`config.mk`:
```
export PLATFORM = sky130hd
export DESIGN_NAME = morton_tile_texture_swizzle
export DESIGN_NICKNAME = d
export VERILOG_FILES = /design/src/sv/mtts_pkg.sv /design/src/sv/morton_tile_texture_swizzle.sv /design/src/sv/mtts_front.sv /design/src/sv/mtts_queue.sv /design/src/sv/mtts_back.sv
export SDC_FILE = /design/constraint.sdc
export NUM_CORES = 1
export LEC_CHECK = 0
export BUFFER_PORTS_ARGS = -buffer_cell sky130_fd_sc_hd__buf_2
export CAP_MARGIN = 20
export CORE_MARGIN = 5
export CORE_UTILIZATION = 55
export CTS_CLUSTER_SIZE = 8
export DETAILED_ROUTE_END_ITERATION = 8
export PLACE_DENSITY = 0.78
export RECOVER_POWER = 25
export SETUP_SLACK_MARGIN = 0.5
export SLEW_MARGIN = 20
export SYNTH_ARGS = -nofsm -noshare
export SYNTH_HDL_FRONTEND = slang
export SYNTH_SLANG_ARGS = --single-unit
```
`constraint.sdc`:
```
create_clock -name clk -period 5.21 [get_ports clk]
set_input_delay 0.2605 -clock clk [delete_from_list [all_inputs] [get_ports clk]]
set_output_delay 0.2605 -clock clk [all_outputs]
set_load 0.01 [all_outputs]
```
`src/sv/mtts_pkg.sv`:
```
// mtts_pkg: shared constants, register codes and helper functions for the
// morton tile texture swizzle block. No dependencies.
package mtts_pkg;

  // fixed field widths
  localparam int unsigned TEXEL_W   = 32;
  localparam int unsigned IDX_W     = 20;
  localparam int unsigned CFG_W     = 11;
  localparam int unsigned CFG_IDX_W = 2;

  // tile geometry: 8x8 tiles, 64 texels each
  localparam int unsigned TILE_DIM        = 8;
  localparam int unsigned TILE_SHIFT      = 3;
  localparam int unsigned TILE_AREA_SHIFT = 6;

  // queue between front and back (power of two)
  localparam int unsigned QUEUE_DEPTH = 4;

  // dimension register reset values
  localparam int unsigned WIDTH_RESET  = 256;
  localparam int unsigned HEIGHT_RESET = 256;

  typedef enum logic [CFG_IDX_W-1:0] {
    REG_IMAGE_WIDTH  = 2'd0,
    REG_IMAGE_HEIGHT = 2'd1
  } cfg_reg_t;

  // zero reads as one, anything above max_dim reads as max_dim
  function automatic int unsigned clamp_dim(input logic [CFG_W-1:0] v,
                                            input int unsigned max_dim);
    int unsigned vv;
    vv = 32'(v);
    if (vv == 0) begin
      return 1;
    end else if (vv > max_dim) begin
      return max_dim;
    end
    return vv;
  endfunction

  // z-order interleave inside a tile: x0 y0 x1 y1 x2 y2, x0 is the lsb
  function automatic logic [TILE_AREA_SHIFT-1:0] morton8(input logic [2:0] x,
                                                          input logic [2:0] y);
    return {y[2], x[2], y[1], x[1], y[0], x[0]};
  endfunction

endpackage

```
`src/sv/morton_tile_texture_swizzle.sv`:
```
// morton_tile_texture_swizzle: top level, dimension registers and the
// front / queue / back chain. Uses mtts_pkg, mtts_front, mtts_queue, mtts_back.
//
//   channel | direction | handshake        | payload
//   --------+-----------+------------------+-------------------------------------
//   in_     | input     | in_valid/in_stall| in_texel_in
//   out_    | output    | out_valid/stall  | out_dest_index, out_texel_out,
//           |           |                  | out_frame_end
//   cfg_    | input     | cfg_valid/ready  | cfg_index, cfg_data
//
// one texel transfer per clock sustained while out_stall is low; a texel goes from
// its input to a queue slot, then via the index multiply into the output register
// the four-entry queue lets the front keep taking texels while the output
// register waits; in_stall rises only when that queue is full
// synchronous active-low reset clears counters, queue and output valid and
// loads 256x256 (clamped to MAX_DIM); no clearing pass, ready right away
module morton_tile_texture_swizzle #(
  parameter int unsigned MAX_DIM = 1024
) (
  input  logic                                clk,
  input  logic                                rst_n,
  input  logic                                in_valid,
  output logic                                in_stall,
  input  logic [mtts_pkg::TEXEL_W-1:0]        in_texel_in,
  output logic                                out_valid,
  input  logic                                out_stall,
  output logic [mtts_pkg::IDX_W-1:0]          out_dest_index,
  output logic [mtts_pkg::TEXEL_W-1:0]        out_texel_out,
  output logic                                out_frame_end,
  input  logic                                cfg_valid,
  output logic                                cfg_ready,
  input  logic [mtts_pkg::CFG_IDX_W-1:0]      cfg_index,
  input  logic [mtts_pkg::CFG_W-1:0]          cfg_data
);

  // counters hold 0..MAX_DIM-1, effective dimensions 1..MAX_DIM
  localparam int unsigned CNT_W = $clog2(MAX_DIM);
  localparam int unsigned DIM_W = $clog2(MAX_DIM + 1);
  localparam int unsigned TPR_W = DIM_W - 2;
  localparam int unsigned Q_W   = mtts_pkg::TEXEL_W + 2 * CNT_W + 1;

  localparam int unsigned W_RST = (mtts_pkg::WIDTH_RESET > MAX_DIM) ?
                                  MAX_DIM : mtts_pkg::WIDTH_RESET;
  localparam int unsigned H_RST = (mtts_pkg::HEIGHT_RESET > MAX_DIM) ?
                                  MAX_DIM : mtts_pkg::HEIGHT_RESET;
  localparam int unsigned TPR_RST = (W_RST + mtts_pkg::TILE_DIM - 1) / mtts_pkg::TILE_DIM;

  // dimension registers hold the clamped value so no clamp sits in the data path
  logic [DIM_W-1:0] width_r, width_nxt;
  logic [DIM_W-1:0] height_r, height_nxt;
  logic [TPR_W-1:0] tpr_r, tpr_nxt;
  logic [DIM_W-1:0] dim_clamped;
  logic [DIM_W:0]   width_round;
  logic             cfg_write;
  logic             cfg_clear;

  logic                          push, pop, q_full, q_not_empty;
  logic [mtts_pkg::TEXEL_W-1:0]  push_texel;
  logic [CNT_W-1:0]              push_x, push_y;
  logic                          push_last;
  logic [Q_W-1:0]                head;

  assign cfg_ready = 1'b1;
  assign cfg_write = cfg_valid && cfg_ready;

  always_comb begin
    dim_clamped = DIM_W'(mtts_pkg::clamp_dim(cfg_data, MAX_DIM));
    width_round = {1'b0, dim_clamped} + (DIM_W + 1)'(mtts_pkg::TILE_DIM - 1);
    width_nxt   = width_r;
    height_nxt  = height_r;
    tpr_nxt     = tpr_r;
    cfg_clear   = 1'b0;
    if (cfg_write) begin
      case (cfg_index)
        mtts_pkg::REG_IMAGE_WIDTH: begin
          width_nxt = dim_clamped;
          tpr_nxt   = TPR_W'(width_round >> mtts_pkg::TILE_SHIFT);
          cfg_clear = 1'b1;
        end
        mtts_pkg::REG_IMAGE_HEIGHT: begin
          height_nxt = dim_clamped;
          cfg_clear  = 1'b1;
        end
        default: begin
          // unknown register: ignored, counters kept
          cfg_clear = 1'b0;
        end
      endcase
    end
  end

  always_ff @(posedge clk) begin
    if (!rst_n) begin
      width_r  <= DIM_W'(W_RST);
      height_r <= DIM_W'(H_RST);
      tpr_r    <= TPR_W'(TPR_RST);
    end else begin
      width_r  <= width_nxt;
      height_r <= height_nxt;
      tpr_r    <= tpr_nxt;
    end
  end

  mtts_front #(
    .CNT_W (CNT_W),
    .DIM_W (DIM_W)
  ) u_front (
    .clk        (clk),
    .rst_n      (rst_n),
    .in_valid   (in_valid),
    .in_texel   (in_texel_in),
    .in_stall   (in_stall),
    .q_full     (q_full),
    .cfg_clear  (cfg_clear),
    .width_eff  (width_r),
    .height_eff (height_r),
    .push       (push),
    .push_texel (push_texel),
    .push_x     (push_x),
    .push_y     (push_y),
    .push_last  (push_last)
  );

  mtts_queue #(
    .WIDTH (Q_W),
    .DEPTH (mtts_pkg::QUEUE_DEPTH)
  ) u_queue (
    .clk       (clk),
    .rst_n     (rst_n),
    .push      (push),
    .push_data ({push_texel, push_x, push_y, push_last}),
    .pop       (pop),
    .full      (q_full),
    .not_empty (q_not_empty),
    .head_data (head)
  );

  mtts_back #(
    .CNT_W (CNT_W),
    .TPR_W (TPR_W)
  ) u_back (
    .clk            (clk),
    .rst_n          (rst_n),
    .q_not_empty    (q_not_empty),
    .q_texel        (head[Q_W-1 -: mtts_pkg::TEXEL_W]),
    .q_x            (head[2*CNT_W -: CNT_W]),
    .q_y            (head[CNT_W -: CNT_W]),
    .q_last         (head[0]),
    .pop            (pop),
    .tiles_per_row  (tpr_r),
    .out_valid      (out_valid),
    .out_stall      (out_stall),
    .out_dest_index (out_dest_index),
    .out_texel_out  (out_texel_out),
    .out_frame_end  (out_frame_end)
  );

endmodule

```
`src/sv/mtts_front.sv`:
```
// mtts_front: takes texels, tracks column and source row, works out the
// image row and the last-texel flag. Uses mtts_pkg.
module mtts_front #(
  parameter int unsigned CNT_W = 10,
  parameter int unsigned DIM_W = 11
) (
  input  logic                              clk,
  input  logic                              rst_n,
  input  logic                              in_valid,
  input  logic [mtts_pkg::TEXEL_W-1:0]      in_texel,
  output logic                              in_stall,
  input  logic                              q_full,
  input  logic                              cfg_clear,
  input  logic [DIM_W-1:0]                  width_eff,
  input  logic [DIM_W-1:0]                  height_eff,
  output logic                              push,
  output logic [mtts_pkg::TEXEL_W-1:0]      push_texel,
  output logic [CNT_W-1:0]                  push_x,
  output logic [CNT_W-1:0]                  push_y,
  output logic                              push_last
);

  logic [CNT_W-1:0] col_r, col_nxt;
  logic [CNT_W-1:0] row_r, row_nxt;
  logic [DIM_W-1:0] col_inc, row_inc, y_full;
  logic             last_col, last_row;

  assign in_stall = q_full;
  assign push     = in_valid && !q_full;

  always_comb begin
    col_inc  = DIM_W'(col_r) + DIM_W'(1);
    row_inc  = DIM_W'(row_r) + DIM_W'(1);
    last_col = col_inc >= width_eff;
    last_row = row_inc >= height_eff;
    // vertical flip: source row r lands on image row height-1-r
    y_full   = height_eff - row_inc;

    push_texel = in_texel;
    push_x     = col_r;
    push_y     = CNT_W'(y_full);
    push_last  = last_col && last_row;

    col_nxt = col_r;
    row_nxt = row_r;
    if (cfg_clear) begin
      col_nxt = '0;
      row_nxt = '0;
    end else if (push) begin
      if (last_col) begin
        col_nxt = '0;
        row_nxt = last_row ? '0 : CNT_W'(row_inc);
      end else begin
        col_nxt = CNT_W'(col_inc);
      end
    end
  end

  always_ff @(posedge clk) begin
    if (!rst_n) begin
      col_r <= '0;
      row_r <= '0;
    end else begin
      col_r <= col_nxt;
      row_r <= row_nxt;
    end
  end

endmodule

```
`src/sv/mtts_queue.sv`:
```
// mtts_queue: small first-in first-out buffer between the front and the
// back. Uses no package; its width and depth come from the caller.
module mtts_queue #(
  parameter int unsigned WIDTH = 53,
  parameter int unsigned DEPTH = 4
) (
  input  logic             clk,
  input  logic             rst_n,
  input  logic             push,
  input  logic [WIDTH-1:0] push_data,
  input  logic             pop,
  output logic             full,
  output logic             not_empty,
  output logic [WIDTH-1:0] head_data
);

  localparam int unsigned PTR_W = (DEPTH > 1) ? $clog2(DEPTH) : 1;
  localparam int unsigned CNT_W = $clog2(DEPTH + 1);

  logic [WIDTH-1:0] slot_r [DEPTH];
  logic [PTR_W-1:0] wr_ptr_r, wr_ptr_nxt;
  logic [PTR_W-1:0] rd_ptr_r, rd_ptr_nxt;
  logic [CNT_W-1:0] count_r, count_nxt;

  assign full      = count_r == CNT_W'(DEPTH);
  assign not_empty = count_r != '0;
  assign head_data = slot_r[rd_ptr_r];

  always_comb begin
    wr_ptr_nxt = wr_ptr_r;
    rd_ptr_nxt = rd_ptr_r;
    count_nxt  = count_r;
    if (push) begin
      wr_ptr_nxt = (wr_ptr_r == PTR_W'(DEPTH - 1)) ? '0 : wr_ptr_r + PTR_W'(1);
    end
    if (pop) begin
      rd_ptr_nxt = (rd_ptr_r == PTR_W'(DEPTH - 1)) ? '0 : rd_ptr_r + PTR_W'(1);
    end
    if (push && !pop) begin
      count_nxt = count_r + CNT_W'(1);
    end else if (pop && !push) begin
      count_nxt = count_r - CNT_W'(1);
    end
  end

  always_ff @(posedge clk) begin
    if (!rst_n) begin
      wr_ptr_r <= '0;
      rd_ptr_r <= '0;
      count_r  <= '0;
    end else begin
      wr_ptr_r <= wr_ptr_nxt;
      rd_ptr_r <= rd_ptr_nxt;
      count_r  <= count_nxt;
    end
  end

  always_ff @(posedge clk) begin
    if (push) begin
      slot_r[wr_ptr_r] <= push_data;
    end
  end

endmodule

```
`src/sv/mtts_back.sv`:
```
// mtts_back: builds the tiled destination index from column and image row
// and holds the result in the output register. Uses mtts_pkg.
module mtts_back #(
  parameter int unsigned CNT_W = 10,
  parameter int unsigned TPR_W = 9
) (
  input  logic                              clk,
  input  logic                              rst_n,
  input  logic                              q_not_empty,
  input  logic [mtts_pkg::TEXEL_W-1:0]      q_texel,
  input  logic [CNT_W-1:0]                  q_x,
  input  logic [CNT_W-1:0]                  q_y,
  input  logic                              q_last,
  output logic                              pop,
  input  logic [TPR_W-1:0]                  tiles_per_row,
  output logic                              out_valid,
  input  logic                              out_stall,
  output logic [mtts_pkg::IDX_W-1:0]        out_dest_index,
  output logic [mtts_pkg::TEXEL_W-1:0]      out_texel_out,
  output logic                              out_frame_end
);

  localparam int unsigned PROD_W = CNT_W + TPR_W;
  localparam int unsigned TILE_W = PROD_W + 1;
  localparam int unsigned FULL_W = TILE_W + mtts_pkg::TILE_AREA_SHIFT;
  localparam int unsigned SUM_W  = (FULL_W > mtts_pkg::IDX_W) ? FULL_W : mtts_pkg::IDX_W;

  logic                               valid_r, valid_nxt;
  logic [mtts_pkg::IDX_W-1:0]         index_r;
  logic [mtts_pkg::TEXEL_W-1:0]       texel_r;
  logic                               last_r;
  logic [CNT_W-1:0]                   tile_row, tile_col;
  logic [PROD_W-1:0]                  row_base;
  logic [TILE_W-1:0]                  tile_num;
  logic [mtts_pkg::TILE_AREA_SHIFT-1:0] z_off;
  logic [SUM_W-1:0]                   index_full;

  // refill the output register when it is empty or being taken
  assign pop = q_not_empty && (!valid_r || !out_stall);

  always_comb begin
    tile_row   = q_y >> mtts_pkg::TILE_SHIFT;
    tile_col   = q_x >> mtts_pkg::TILE_SHIFT;
    row_base   = PROD_W'(tile_row) * PROD_W'(tiles_per_row);
    tile_num   = TILE_W'(row_base) + TILE_W'(tile_col);
    z_off      = mtts_pkg::morton8(q_x[2:0], q_y[2:0]);
    index_full = SUM_W'({tile_num, z_off});

    valid_nxt = valid_r;
    if (pop) begin
      valid_nxt = 1'b1;
    end else if (!out_stall) begin
      valid_nxt = 1'b0;
    end
  end

  always_ff @(posedge clk) begin
    if (!rst_n) begin
      valid_r <= 1'b0;
    end else begin
      valid_r <= valid_nxt;
    end
  end

  always_ff @(posedge clk) begin
    if (pop) begin
      index_r <= index_full[mtts_pkg::IDX_W-1:0];
      texel_r <= q_texel;
      last_r  <= q_last;
    end
  end

  assign out_valid      = valid_r;
  assign out_dest_index = index_r;
  assign out_texel_out  = texel_r;
  assign out_frame_end  = last_r;

endmodule

```
Yosys cells after proc, flatten, opt, wreduce, memory -nomap -nowiden
Memory sizes are Yosys's and may differ from the RTL's. A register that Yosys moved wholly into a read port is not among the register bits.
Index checks and enable logic that the tools add are counted.
{"block": "totals", "mem_bits_ro": 0, "memories": 1, "output_inout_bits": 56, "regBits": 112, "ramBits": 212, "latchBits": 0}
{"block": "op_classes", "n_eq_ne": 5, "shift": 0, "muxes": 19, "n_addsub": 9, "bitwise": 1, "n_lt_le_gt_ge": 3, "mul": 1, "n_reduce_logical": 20, "div": 0}
{"name": "u_queue.slot_r", "words": 4, "word_bits": 53, "rd": 1, "rd_ports_with_merged_regs": 1, "wr": 1, "line_no": "mtts_queue.sv:20", "text": "logic [WIDTH-1:0] slot_r [DEPTH];"}
{"cell": "11-bit 2-to-1 mux", "n": 3}
{"cell": "10-bit by 1-bit adder with 11-bit output, second input constant", "n": 2}
{"cell": "11-bit >= comparator", "n": 2}
{"cell": "10-bit 2-to-1 mux", "n": 2}
{"cell": "14-bit by 7-bit adder with 14-bit output", "n": 1}
{"cell": "7-bit by 9-bit multiplier with 14-bit output", "n": 1}
{"cell": "11-bit by 3-bit adder with 12-bit output, second input constant", "n": 1}
{"cell": "11-bit > comparator, second input constant", "n": 1}
{"cell": "11-bit zero test", "n": 1}
{"cell": "10-bit subtractor", "n": 1}
{"cell": "1-bit 2-to-1 mux", "n": 8}
{"cell": "2-bit 2-to-1 mux", "n": 4}
{"cell": "3-bit 2-to-1 mux", "n": 2}
{"cell": "2-bit AND reduction", "n": 3}
{"cell": "1-bit logical AND", "n": 5}
{"cell": "1-bit zero test", "n": 5}
{"cell": "2-bit by 1-bit adder with 2-bit output, second input constant", "n": 2}
{"cell": "2-bit == test, second input constant", "n": 2}
{"cell": "2-bit OR reduction", "n": 2}
{"cell": "3-bit by 1-bit adder with 3-bit output, second input constant", "n": 1}
{"cell": "3-bit == test, second input constant", "n": 1}
{"cell": "3-bit nonzero test", "n": 1}
{"cell": "3-bit by 1-bit subtractor with 3-bit output, second input constant", "n": 1}
{"cell": "2-bit by 1-bit == test with 1-bit output, second input constant", "n": 1}
{"cell": "other kinds (5)", "n": 5}

Longest topological paths before layout
{"block": "depth", "depth_word": 7, "ltp_mapped": 19, "depth_no_buf": 18}

By module
From an unflattened synthesis, not the netlist that was laid out.
{"block": "hier_totals", "cells_unflattened": 1084, "hier_area_um2": 15638.7}
{"mod": "mtts_queue", "area_each_um2": 8170.3, "n_inst": 1, "cells_each": 321, "seq_area_each_um2": 6546.3}
{"mod": "mtts_back", "area_each_um2": 3823.7, "n_inst": 1, "cells_each": 312, "seq_area_each_um2": 1611.5}
{"mod": "mtts_front", "area_each_um2": 2273.4, "n_inst": 1, "cells_each": 291, "seq_area_each_um2": 400.4}
{"mod": "morton_tile_texture_swizzle", "area_each_um2": 1371.3, "n_inst": 1, "cells_each": 160, "seq_area_each_um2": 620.6}

Worst setup path after synthesis
No wires, ideal clock.
{"block": "synth_path", "path_type": "flip-flop to flip-flop", "from": "reg with a tool-made name", "to": "reg u_back.index_r, in the netlist u_back.out_dest_index[19], data pin", "setup_ns": 0.266, "stages_incl_launch_ff": 19, "setup_slack_ns": 0.137, "arrival_ns": 4.807, "path_buffers": 1, "path_cell_list": "dfxtp_1 -> buf_2 -> mux4_2 -> and2_1 -> fa_1 -> inv_1 -> fa_1 -> inv_1 -> fa_1 -> inv_1 -> fa_1 -> inv_1 -> ha_1 -> o21a_1 -> o31a_1 -> nor3_1 -> o21bai_1 -> o41ai_1 -> xnor2_1"}
{"item": "to (signal assigned)", "line_no": "mtts_back.sv:67", "text": "index_r <= index_full[mtts_pkg::IDX_W-1:0];"}
{"item": "to (decl)", "line_no": "mtts_back.sv:29", "text": "logic [mtts_pkg::IDX_W-1:0] index_r;"}

==> impl_metrics.json <==
{
  "status": "completed",
  "cp_max_fo": 5,
  "grt_antenna_before_repair": 0,
  "pwr-share-comb_pct": 32.5,
  "fmax_ghz": 0.2058,
  "initial_core_util_pct": 55.25,
  "pin_count": 106,
  "drt-vias-per-instance": 5.470,
  "yosys_warnings": 0,
  "nFillCells": 1886,
  "num_rows": 61,
  "period_share_pct": 93.29,
  "drt-total-wl_um": 31390,
  "nNetsFinal": 1401,
  "routedWlPerCell_um": 19.13,
  "grt_pass1_wl_um": 49840,
  "period_minus_slack_ns": 4.860,
  "finalSetupTns_ns": 0,
  "powerDensity_mw_per_mm2": 509.3,
  "die_w_um": 176.4,
  "hold_violations": 0,
  "ys.flop_type": "edfxtp_1",
  "yosysSeqAreaShare_pct": 60.29,
  "hold_slack_ns": 0.06702,
  "dr.pass1.iters": 6,
  "hp-class": "input pin to flop",
  "die_y_um": 176.4,
  "drc": 0,
  "die_area_sq_mm": 0.03111,
  "clock_path_buffers": 3,
  "utilization_pct": 65.75,
  "ys_ff_latch": 326,
  "drive_above_1_share_pct": 20.51,
  "p_sw_mw": 2.821,
  "dr_total_vias": 8976,
  "timing.max_cap.violations": 0,
  "synth_edf_count": 265,
  "ir_drop_mv": 0.3116,
  "p_leak_nw": 6.691,
  "antenna_left": 0,
  "syn_nets": 1224,
  "synth_top_area_share_pct": 52.27,
  "netlist_instances": 1062,
  "syn_area_per_cell_sq_um": 14.33,
  "final.setup_skew_ns": 0.01595,
  "cpMaxStageDelayCell": "mux4_2",
  "max_slew_margin_pct": 31.42,
  "synthesis.area_sq_mm": 0.01522,
  "synthXorXnorAreaFrac_pct": 2.531,
  "grt-ovfl-total": 0,
  "rsz0062_at_grt": "yes",
  "cts_sinks": 326,
  "clk_pin_slew_worst_paths_ns": 0.05,
  "synth_top_family_by_area": "adder cells",
  "port-buffer-count": 104,
  "grt_pass1_vias": 9403,
  "cts_tree": "yes",
  "gr-usage-all-layers_pct": 20.43,
  "dp_hpwl_um": 19000,
  "synth-async-reset-ratio_pct": 0,
  "numCtsBuffers": 46,
  "synth_adder_area_share_pct": 11.28,
  "path_cells": "buf_12 -> mux4_2 -> buf_6 -> and2_4 -> fa_1 -> inv_2 -> fa_1 -> inv_1 -> fa_1 -> inv_1 -> fa_1 -> inv_1 -> ha_2 -> or3_4 -> a311oi_4 -> o31ai_2 -> a21oi_1 -> xnor2_1",
  "synth_mux_area_share_pct": 7.907,
  "cts-htree-levels": 2,
  "report.final.slew_viol_count": 0,
  "grt_start_max_net_pins": 54,
  "tightest_slew_ns": 1.024,
  "cpMostUsedCell": "fa_1",
  "cp_slowest_stage_delay_ns": 0.56,
  "yosys.area.top_type": "edfxtp_1",
  "clock-root-buffer": "clkbuf_16",
  "clkPwrFrac_pct": 29.0,
  "clk_latency_ns": 0.55,
  "syn_to_final_growth_pct": 18.99,
  "critPathKind": "flop to flop",
  "n_antenna_cell": 0,
  "synthTopCellsByArea": "edfxtp_1 52%, dfxtp_1 8.0%, mux4_2 7.8%",
  "core_area_sq_mm": 0.02755,
  "synth_cell_type_count": 56,
  "yosys.area_share.simple_pct": 8.449,
  "power_mw": 9.226,
  "sequentialPowerShare_pct": 38.5,
  "worst_ep_arrival_time_ns": 5.14,
  "endpoint_kind": "flop",
  "drtIter0Drc": 592,
  "start_kind": "flop",
  "switching_share_pct": 30.57,
  "required_ns": 5.49,
  "p_int_mw": 6.405,
  "finalSetupViolCount": 0,
  "place_congestion": 0.8435,
  "synth_compound_area_share_pct": 5.909
}
==> sequential cells by signal, indices dropped and copies added (netlist names), named ones only <==
signal / cells
u_back.out_frame_end: 1
height_r: 11
u_back.out_dest_index: 20
u_back.out_texel_out: 32
u_queue.wr_ptr_r: 2
u_queue.count_r: 3
tpr_r: 9
u_front.push_x: 10
width_r: 11
u_queue.rd_ptr_r: 2
u_queue.slot_r: 212
u_front.row_r: 10
u_back.out_valid: 1
==> cell type report <==
class                      count  area, sq um  share of cell area [%]
sequential                   326         9184                   50.70
multi-input combinational    594         5713                   31.54
tap                          378        473.0                   2.611
timing repair buffer         160         1011                   5.581
inverter                     111        416.7                   2.300
clock buffer                  69         1237                   6.831
clock inverter                 3        80.08                  0.4420
==> routing by layer <==
| metal | global-route usage, % | routed length, um | vias to the layer above |
|---|---|---|---|
| met5 | 0 | 0 | - |
| met4 | 5.770 | 729 | 0 |
| met3 | 3.276 | 1668 | 51 |
| met2 | 36.08 | 16360 | 285 |
| met1 | 26.43 | 12630 | 4443 |
| li1 | - | - | 4197 |
==> power by group through the flow <==
| stage | registers (mW) | clock network, mW | logic, mW |
|---|---|---|---|
| 6_report | 3.55 | 2.68 | 3.00 |
| 5_1_grt | 3.58 | 2.86 | 3.31 |
| 4_1_cts | 3.54 | 2.72 | 2.84 |
| 3_5_place_dp | 3.59 | 0 | 2.67 |
| 3_3_place_gp | 3.58 | 0 | 2.59 |
| 2_1_floorplan | 3.67 | 0 | 1.84 |
==> worst paths after layout <==
kind | start | to | slack [ns] | depth (start not counted)
hold reg to reg | height_r[9] | height_r[9] | 0.47 | 2
hold / removal | cfg_data[9] | tpr_r[7] | 0.07 | 3
setup reg to reg | flop | u_back.out_dest_index[18] | 0.35 | 18
setup / recovery | flop | u_back.out_dest_index[18] | 0.35 | 18
==> logic make-up after synthesis <==
kind of cell             after synthesis
AO/OA/AOI/OAI                        127
XOR/XNOR                              44
adder cells (fa/ha/maj)              112
buffers and inverters                143
flip-flops                           326
multiplexers                          54
other                                  1
AND/OR/NAND/NOR                      255
==> cells in the mapped netlist (all sizes together), types with 5 or more instances <==
cell    instances
a21oi          28
a21boi         24
and3            9
o21ai          22
buf            10
nand3          25
and2           50
xnor2          27
nand2b          6
clkbuf         22
fa             42
o21a            5
ha             70
mux4           53
o31ai          10
inv           111
o211ai          5
xor2           17
nand2          93
edfxtp        265
nor2b          19
nor3           17
a21o            7
nor2           18
dfxtp          61
==> per-stage QoR <==
step | setup WS (ns) | cells | area, sq um
after floorplan | 0.4715 | 1062 | 15320
after global routing | 0.2246 | 1641 | 18110
after detailed placement | 0.2150 | 1519 | 16240
after CTS | 0.3708 | 1637 | 18040
final | 0.3498 | 1641 | 18110
after global placement | 0.3007 | 1518 | 16240
==> worst max-delay path, delay by kind of cell (launching register included) <==
| family | cells | cell delay [ns] |
|---|---|---|
| multiplexers | 1 | 0.56 |
| AO/OA/AOI/OAI | 3 | 0.52 |
| adder cells (fa/ha/maj) | 5 | 2.10 |
| XOR/XNOR | 1 | 0.08 |
| flip-flops | 1 | 0.39 |
| AND/OR/NAND/NOR | 2 | 0.49 |
| buffers and inverters | 6 | 0.45 |
==> placed cells by master, fill, tap and decap left out, types with 26 or more instances in the layout <==
cell / Yosys / routed
mux4_2: 53 / 54
inv_1: 109 / 102
and2_1: 50 / 29
clkbuf_1: 21 / 55
fa_1: 42 / 41
dfxtp_1: 61 / 59
a21oi_1: 28 / 26
xnor2_1: 27 / 26
buf_2: 6 / 72
nand2_1: 93 / 93
clkbuf_16: 0 / 46
dlygate4sd3_1: 0 / 33
edfxtp_1: 265 / 265
ha_1: 70 / 64
==> what timing repair did <==
action | 4_1_cts | 5_1_grt
pin swaps | 18 | 16
setup buffers | 12 | 4
setup endpoints to repair | 4 | 5
cloned | 1 | 0
hold buffers | 33 | 0
resized for setup | 11 | 21
endpoints found under the hold margin | 129 | 0
(Power assumes the default switching activity.)
